<file path="src/hdl/rdc_pkg.sv">
`timescale 1ns / 1ps
`default_nettype none

package rdc_pkg;

	localparam int unsigned INT_W       = 16;
	localparam int unsigned FRAC_W      = 32;
	localparam int unsigned BASE_W      = 5;
	localparam int unsigned DIGIT_W     = 4;
	localparam int unsigned MAX_RESULTS = 31;
	localparam int unsigned INT_DIGITS  = 16;
	localparam int unsigned DEPTH_W     = 5;
	localparam int unsigned TOT_W       = 5;
	localparam int unsigned DIV_BITS    = 8;

	localparam logic [BASE_W-1:0] BASE_MIN   = 5'd2;
	localparam logic [BASE_W-1:0] BASE_MAX   = 5'd16;
	localparam logic [BASE_W-1:0] BASE_RESET = 5'd2;

	typedef struct packed {
		logic [INT_W-1:0]  int_value;
		logic [FRAC_W-1:0] frac_value;
	} req_t;

	typedef struct packed {
		logic [DIGIT_W-1:0] digit;
		logic               is_fraction;
		logic               last;
	} rsp_t;

	// one queued conversion: operands, effective base and class
	typedef struct packed {
		logic [INT_W-1:0]  int_value;
		logic [FRAC_W-1:0] frac_value;
		logic [BASE_W-1:0] base;
		logic              is_zero;
	} job_t;

	typedef enum logic [1:0] {
		ST_IDLE,
		ST_DIV,
		ST_INT,
		ST_FRAC
	} state_t;

endpackage

`default_nettype wire

</file>
<file path="src/hdl/rdc_front.sv">
`timescale 1ns / 1ps
`default_nettype none

module rdc_front
	import rdc_pkg::*;
(
	input  wire logic              clk,
	input  wire logic              arst_n,
	input  wire logic              start,
	output logic                   busy,
	input  wire req_t              req,
	input  wire logic              cfg_we,
	input  wire logic [BASE_W-1:0] cfg_data,
	output logic                   job_valid,
	output job_t                   job,
	input  wire logic              job_pop
);

	logic [BASE_W-1:0] base_reg_q;
	logic [BASE_W-1:0] base_eff;
	job_t              entry;
	job_t              slot_q [2];
	logic              wr_ptr_q;
	logic              rd_ptr_q;
	logic [1:0]        cnt_q;
	logic              push;
	logic              pop;

	always_ff @(posedge clk or negedge arst_n) begin
		if (!arst_n) begin
			base_reg_q <= BASE_RESET;
		end else if (cfg_we) begin
			base_reg_q <= cfg_data;
		end
	end

	// saturate the radix into 2..16
	always_comb begin
		if (base_reg_q < BASE_MIN) begin
			base_eff = BASE_MIN;
		end else if (base_reg_q > BASE_MAX) begin
			base_eff = BASE_MAX;
		end else begin
			base_eff = base_reg_q;
		end
	end

	always_comb begin
		entry.int_value  = req.int_value;
		entry.frac_value = req.frac_value;
		entry.base       = base_eff;
		entry.is_zero    = (req.int_value == '0) && (req.frac_value == '0);
	end

	assign busy      = (cnt_q == 2'd2);
	assign push      = start && !busy;
	assign job_valid = (cnt_q != 2'd0);
	assign pop       = job_pop && job_valid;
	assign job       = slot_q[rd_ptr_q];

	always_ff @(posedge clk) begin
		if (push) begin
			slot_q[wr_ptr_q] <= entry;
		end
	end

	always_ff @(posedge clk or negedge arst_n) begin
		if (!arst_n) begin
			wr_ptr_q <= 1'b0;
			rd_ptr_q <= 1'b0;
			cnt_q    <= 2'd0;
		end else begin
			if (push) begin
				wr_ptr_q <= !wr_ptr_q;
			end
			if (pop) begin
				rd_ptr_q <= !rd_ptr_q;
			end
			case ({push, pop})
				2'b10:   cnt_q <= cnt_q + 2'd1;
				2'b01:   cnt_q <= cnt_q - 2'd1;
				default: cnt_q <= cnt_q;
			endcase
		end
	end

endmodule

`default_nettype wire

</file>
<file path="src/hdl/rdc_back.sv">
`timescale 1ns / 1ps
`default_nettype none

module rdc_back
	import rdc_pkg::*;
#(
	parameter int unsigned FRAC_DIGITS = 15
) (
	input  wire logic clk,
	input  wire logic arst_n,
	input  wire logic job_valid,
	input  wire job_t job,
	output logic      job_pop,
	output logic      result_valid,
	output rsp_t      result
);

	localparam int unsigned FC_W = $clog2(FRAC_DIGITS + 1);
	localparam int unsigned P_W  = FRAC_W + BASE_W;

	state_t               state_q;
	state_t               state_d;
	logic [INT_W-1:0]     quo_q;
	logic [BASE_W-1:0]    rem_q;
	logic                 step_q;
	logic [DIGIT_W-1:0]   stack_q [INT_DIGITS];
	logic [DEPTH_W-1:0]   depth_q;
	logic [FRAC_W-1:0]    frac_q;
	logic [BASE_W-1:0]    base_q;
	logic [FC_W-1:0]      fcnt_q;
	logic [TOT_W-1:0]     tot_q;
	logic                 result_valid_q;
	rsp_t                 result_q;

	logic [BASE_W-1:0]    div_rem;
	logic [DIV_BITS-1:0]  div_qbits;
	logic [INT_W-1:0]     div_quo;
	logic [P_W-1:0]       prod;
	logic [DEPTH_W-1:0]   top_idx;

	logic                 emit;
	rsp_t                 emit_rsp;
	logic                 take;

	// eight restoring-division steps per cycle over the top byte of the dividend
	always_comb begin
		logic [BASE_W:0] r6;
		logic [BASE_W-1:0] r;
		r = rem_q;
		div_qbits = '0;
		for (int i = 0; i < DIV_BITS; i++) begin
			r6 = {r, quo_q[INT_W-1-i]};
			if (r6 >= {1'b0, base_q}) begin
				r6 = r6 - {1'b0, base_q};
				div_qbits[DIV_BITS-1-i] = 1'b1;
			end
			r = r6[BASE_W-1:0];
		end
		div_rem = r;
		div_quo = {quo_q[INT_W-DIV_BITS-1:0], div_qbits};
	end

	assign prod    = {{BASE_W{1'b0}}, frac_q} * {{FRAC_W{1'b0}}, base_q};
	assign top_idx = depth_q - DEPTH_W'(1);

	// next state
	always_comb begin
		state_d = state_q;
		case (state_q)
			ST_IDLE: begin
				if (job_valid && !job.is_zero) begin
					if (job.int_value != '0) begin
						state_d = ST_DIV;
					end else begin
						state_d = ST_FRAC;
					end
				end
			end
			ST_DIV: begin
				if (step_q && (div_quo == '0)) begin
					state_d = ST_INT;
				end
			end
			ST_INT: begin
				if (depth_q == DEPTH_W'(1)) begin
					state_d = (frac_q != '0) ? ST_FRAC : ST_IDLE;
				end
			end
			ST_FRAC: begin
				if (emit_rsp.last) begin
					state_d = ST_IDLE;
				end
			end
			default: state_d = ST_IDLE;
		endcase
	end

	// outputs of the sequencer
	always_comb begin
		job_pop  = 1'b0;
		take     = 1'b0;
		emit     = 1'b0;
		emit_rsp = '0;
		case (state_q)
			ST_IDLE: begin
				job_pop = job_valid;
				take    = job_valid;
				if (job_valid && job.is_zero) begin
					emit          = 1'b1;
					emit_rsp.last = 1'b1;
				end
			end
			ST_DIV: begin
			end
			ST_INT: begin
				emit           = 1'b1;
				emit_rsp.digit = stack_q[top_idx[DEPTH_W-2:0]];
				emit_rsp.last  = (depth_q == DEPTH_W'(1)) && (frac_q == '0);
			end
			ST_FRAC: begin
				emit                 = 1'b1;
				emit_rsp.digit       = prod[FRAC_W+DIGIT_W-1:FRAC_W];
				emit_rsp.is_fraction = 1'b1;
				emit_rsp.last        = (prod[FRAC_W-1:0] == '0)
					|| (fcnt_q == FC_W'(FRAC_DIGITS - 1))
					|| (tot_q == TOT_W'(MAX_RESULTS - 1));
			end
			default: begin
			end
		endcase
	end

	// operand and digit registers
	always_ff @(posedge clk) begin
		if (take) begin
			quo_q  <= job.int_value;
			frac_q <= job.frac_value;
			base_q <= job.base;
		end else if (state_q == ST_DIV) begin
			quo_q <= div_quo;
			if (step_q) begin
				stack_q[depth_q[DEPTH_W-2:0]] <= div_rem[DIGIT_W-1:0];
			end
		end else if (state_q == ST_FRAC) begin
			frac_q <= prod[FRAC_W-1:0];
		end
		if (emit) begin
			result_q <= emit_rsp;
		end
	end

	always_ff @(posedge clk or negedge arst_n) begin
		if (!arst_n) begin
			state_q        <= ST_IDLE;
			rem_q          <= '0;
			step_q         <= 1'b0;
			depth_q        <= '0;
			fcnt_q         <= '0;
			tot_q          <= '0;
			result_valid_q <= 1'b0;
		end else begin
			state_q        <= state_d;
			result_valid_q <= emit;
			if (take) begin
				rem_q   <= '0;
				step_q  <= 1'b0;
				depth_q <= '0;
				fcnt_q  <= '0;
				tot_q   <= '0;
			end else begin
				case (state_q)
					ST_DIV: begin
						step_q <= !step_q;
						if (step_q) begin
							rem_q   <= '0;
							depth_q <= depth_q + DEPTH_W'(1);
						end else begin
							rem_q <= div_rem;
						end
					end
					ST_INT: begin
						depth_q <= depth_q - DEPTH_W'(1);
						tot_q   <= tot_q + TOT_W'(1);
					end
					ST_FRAC: begin
						fcnt_q <= fcnt_q + FC_W'(1);
						tot_q  <= tot_q + TOT_W'(1);
					end
					default: begin
					end
				endcase
			end
		end
	end

	assign result_valid = result_valid_q;
	assign result       = result_q;

`ifndef SYNTHESIS
	a_digit_below_base: assert property (@(posedge clk) disable iff (!arst_n)
		result_valid_q |-> ({1'b0, result_q.digit} < base_q))
		else $error("digit not below base");

	a_int_stack_nonempty: assert property (@(posedge clk) disable iff (!arst_n)
		(state_q == ST_INT) |-> (depth_q != '0))
		else $error("integer digit popped from empty stack");

	a_frac_run_unbroken: assert property (@(posedge clk) disable iff (!arst_n)
		(result_valid_q && result_q.is_fraction && !result_q.last)
		|=> (result_valid_q && result_q.is_fraction))
		else $error("fraction digit run broken");

	a_frac_count_bound: assert property (@(posedge clk) disable iff (!arst_n)
		fcnt_q <= FC_W'(FRAC_DIGITS))
		else $error("fraction digit count beyond limit");
`endif

endmodule

`default_nettype wire

</file>
<file path="src/hdl/radix_digit_converter.sv">
`timescale 1ns / 1ps
`default_nettype none

// Channel   Handshake               Payload            Direction
// request   start / busy            req (req_t)        in
// result    result_valid (strobe)   result (rsp_t)     out
// config    cfg_we                  cfg_data (5 bit)   in
//
// A request is taken when start is high and busy is low; it is queued (two
// deep) with the saturated base, so busy only rises when the queue is full.
// Per request: the job is dequeued; each integer digit comes out of the
// byte-wise divider onto the digit stack and is then emitted from it, and
// each fraction digit comes from one 32x5 multiply.
// Reset clears the queue, the sequencer and sets base to 2.
// Results are strobed for exactly one cycle; the receiver cannot stall them.

module radix_digit_converter
	import rdc_pkg::*;
#(
	parameter int unsigned FRAC_DIGITS = 15
) (
	input  wire logic              clk,
	input  wire logic              arst_n,
	input  wire logic              start,
	output logic                   busy,
	input  wire req_t              req,
	input  wire logic              cfg_we,
	input  wire logic [BASE_W-1:0] cfg_data,
	output logic                   result_valid,
	output rsp_t                   result
);

	logic job_valid;
	job_t job;
	logic job_pop;

	// front: hold the base register, classify and queue requests
	rdc_front u_front (
		.clk       (clk),
		.arst_n    (arst_n),
		.start     (start),
		.busy      (busy),
		.req       (req),
		.cfg_we    (cfg_we),
		.cfg_data  (cfg_data),
		.job_valid (job_valid),
		.job       (job),
		.job_pop   (job_pop)
	);

	// back: divide out integer digits, reverse them, then multiply out the fraction
	rdc_back #(
		.FRAC_DIGITS (FRAC_DIGITS)
	) u_back (
		.clk          (clk),
		.arst_n       (arst_n),
		.job_valid    (job_valid),
		.job          (job),
		.job_pop      (job_pop),
		.result_valid (result_valid),
		.result       (result)
	);

endmodule

`default_nettype wire

</file>
<file path="config.mk">
export PLATFORM = sky130hd
export DESIGN_NAME = radix_digit_converter
export DESIGN_NICKNAME = d
export VERILOG_FILES = /design/src/hdl/rdc_pkg.sv /design/src/hdl/rdc_front.sv /design/src/hdl/rdc_back.sv /design/src/hdl/radix_digit_converter.sv
export SDC_FILE = /design/constraint.sdc
export NUM_CORES = 1
export LEC_CHECK = 0
export ABC_AREA = 1
export BUFFER_PORTS_ARGS = -buffer_cell sky130_fd_sc_hd__buf_2
export CORE_ASPECT_RATIO = 2
export CORE_MARGIN = 2
export CORE_UTILIZATION = 35
export CTS_CLUSTER_SIZE = 28
export DETAILED_ROUTE_END_ITERATION = 8
export PLACE_DENSITY_LB_ADDON = 0.25
export RECOVER_POWER = 100
export SYNTH_ARGS = -nofsm -noshare
export SYNTH_HDL_FRONTEND = slang
export SYNTH_SLANG_ARGS = --single-unit
</file>
<file path="constraint.sdc">
create_clock -name clk -period 12.12 [get_ports clk]
set_input_delay 1.818 -clock clk [delete_from_list [all_inputs] [get_ports clk]]
set_output_delay 1.818 -clock clk [all_outputs]
set_load 0.005 [all_outputs]
</file>
==> reports/metrics.cfg <==
[status]
status = finished, violations left
violations = capacitance limit, slew limit

[global_routing]
global_route.usage.met2_pct = 38.5
grt_overflow = 0
top_usage_layer = met2
grt_max_degree = 80
use_met3_pct = 2.24
track_usage_pct = 19.6
grt_pass1_wl_um = 79600
grt_pass1_vias = 14500
antenna_found_initial = 3
use_met1_pct = 19.7

[finish]
multi_input_comb_area_um2 = 8970
regArea_um2 = 7740
stdcell_area_um2 = 19900
final_cell_mix = nand2_1 (550), inv_1 (274), edfxtp_1 (231)
post_route_cells_drive_above_1_share_pct = 6.37
syn_to_final_growth_pct = 10.9
nFillCells = 5099
final_nets = 2290
num_antenna_cells = 0
layout_commonest_cell = nand2_1
final_core_util_pct = 39.1

[detailed_routing]
wirelength_um = 51200
vias = 13900
wl_per_cell_um = 18.9
drt_iter0_drc = 823
drt_first_pass_iters = 5
ant_nets = 0
via_per_inst = 5.12
drc_errors = 0

[worst_setup_path]
worstPathArrival_ns = 11.53
crit_required_ns = 12.38
critical_path.max_stage_delay_ns = 0.44
path_delay_family = simple AND/OR/NAND/NOR gates
start_kind = register
critPathBufInv = 15
crit_path_max_fanout = 10
critPathMostFrequentCell = nand2_1
crit_path_top_delay_cell = fa_1
critical_path_class = register to register
crit_path_end_kind = register

[timing]
fmax_ghz = 0.0887
fin_crit_ns = 11.27
final_max_slew_viol_count = 376
finalHoldViolCount = 0
period_share_pct = 93.0
setup_viol = 0
max_slew_margin_pct = -135
clock_skew_ns = 0.0195
worst_pin_slew_ns = 3.53

[floorplanning]
die-area_um2 = 53100
start_util_pct = 35.2
io_pins = 65
row_count = 117
coreArea_um2 = 50800
die_h_um = 324
die_x_um = 164

[synth]
synth.cell_area_um2 = 17900
ys_types = 56
ys_warn_count = 0
synth_edf_count = 231
synthesis.nets = 2234
seq_area_frac_synth_pct = 43.2
ys_ff_latch = 263
syn_area_per_cell_um2 = 9.03
syn-instance-count = 1982
synthFlopType = edfxtp_1
ys_async_sr_fraction_pct = 12.2

[place]
dp_hpwl_um = 39100
io_buffers = 64
place_area_um2 = 19000
routabilityCongestion = 0.921

[clocking]
cts_hold_buffers = 0
cts_tree = done
cts_root_buf = clkbuf_16
numCtsBuffers = 27
cts_max_path_buffers = 3
clock_sinks = 263
clkTransAtPathRegs_ns = 0.07
insertion_delay_ns = 0.57
htreeDepth = 1

[job]
cap_viol_max_count = 8

[hold_path]
hp-class = register to register

worst register-to-register path, delay by kind of cell (launching register included):
kind,cells,cell delay (ns)
flip-flops,1,0.39
AO/OA/AOI/OAI,14,2.15
adder cells (fa/ha/maj),9,3.26
buffers and inverters,15,1.31
AND/OR/NAND/NOR,37,3.87
cell usage after synthesis (5+ instances only):
| cell | count | share of area (%) |
|---|---|---|
| nand2_1 | 551 | 12 |
| inv_1 | 276 | 5.8 |
| edfxtp_1 | 231 | 39 |
| nor2_1 | 140 | 2.9 |
| ha_1 | 98 | 6.8 |
| fa_1 | 97 | 11 |
| a21oi_1 | 92 | 2.6 |
| o21ai_0 | 87 | 2.4 |
| nand3_1 | 54 | 1.5 |
| clkbuf_1 | 53 | 1.1 |
| a31oi_1 | 33 | 1.2 |
| dfrtp_1 | 31 | 4.3 |
| xor2_1 | 31 | 1.5 |
| nor4_1 | 26 | 0.91 |
| xnor2_1 | 25 | 1.2 |
| nor3_1 | 21 | 0.59 |
| nand4_1 | 15 | 0.52 |
| o21ai_1 | 10 | 0.28 |
| o21a_1 | 8 | 0.34 |
| a221oi_1 | 7 | 0.34 |
| nand2_2 | 7 | 0.24 |
| nand3_4 | 7 | 0.68 |
| a22oi_1 | 6 | 0.25 |
| a21o_1 | 5 | 0.21 |
| buf_1 | 5 | 0.10 |
| nor2_2 | 5 | 0.17 |
| o211ai_1 | 5 | 0.21 |
area by class of cell:
cell class	instances	share of cell area, %
multi-input cells	1378	45.2
flip-flops and latches	263	39.0
inverters	283	5.41
well taps	654	4.12
clock buffers	28	3.42
repair buffers	84	1.90
clock inverters	21	0.908
repair inverters	1	0.0378
worst paths after layout:
| path | from | to | slack, ns | depth (start not counted) |
|---|---|---|---|---|
| worst min-delay path | u_back.depth_q[4]$_DFFE_PN0P_ | u_back.depth_q[4]$_DFFE_PN0P_ | 0.53 | 2 |
| worst min register to register | u_back.depth_q[4]$_DFFE_PN0P_ | u_back.depth_q[4]$_DFFE_PN0P_ | 0.53 | 2 |
| worst max-delay path | u_back.quo_q[15]$_DFFE_PP_ | u_back.stack_q[14][3]$_DFFE_PP_ | 0.85 | 75 |
| min in group asynchronous | arst_n | u_front.wr_ptr_q$_DFFE_PN0P_ | 1.79 | 1 |
| worst max register to register | u_back.quo_q[15]$_DFFE_PP_ | u_back.stack_q[14][3]$_DFFE_PP_ | 0.85 | 75 |
| max in group asynchronous | arst_n | u_front.rd_ptr_q$_DFFE_PN0P_ | 9.05 | 1 |
cell families after synthesis:
family	after synthesis	synth area share (%)
DFF	263	43.2
adders and majority gates	195	17.7
and+or+nand+nor	846	20.1
xor gates and xnor gates	56	2.74
buffers and inverters	341	7.19
AOI/OAI and AO/OA	278	8.90
muxes	3	0.182
layer usage:
metal	routed length [um]	vias up
li1	-	6643
met1	17900	6794
met2	28600	316
met3	1880	121
met4	2870	6
met5	42	-
through the flow:
step / hold slack, ns / TNS (ns) / worst slack [ns] / instances
detailed placement: 0.530 / 0 / 0.0312 / 2661
global placement: 0.508 / 0 / 0.487 / 2661
finish: 0.530 / 0 / 0.848 / 2712
CTS: 0.543 / 0 / 0.00494 / 2710
floorplan: 0.487 / 0 / 0.844 / 1982
global route: 0.563 / -0.127 / -0.0188 / 2712
flip-flops by register name, indices dropped and copies added, names as in the netlist, 6 cells and up:
name            flops
u_back.frac_q      32
u_back.quo_q       16
u_back.result       6
u_back.stack_q     64
u_front.slot_q    108
timing repair:
action | in CTS | in global routing
pin swaps | 0 | 4
setup buffers | 0 | 1
endpoints found under the setup margin | 32 | 72
cloned | 0 | 1
gates resized for setup | 2 | 27
Power is not shown: default switching activity piles up to over one toggle a cycle in this logic, so the estimate is an artifact.
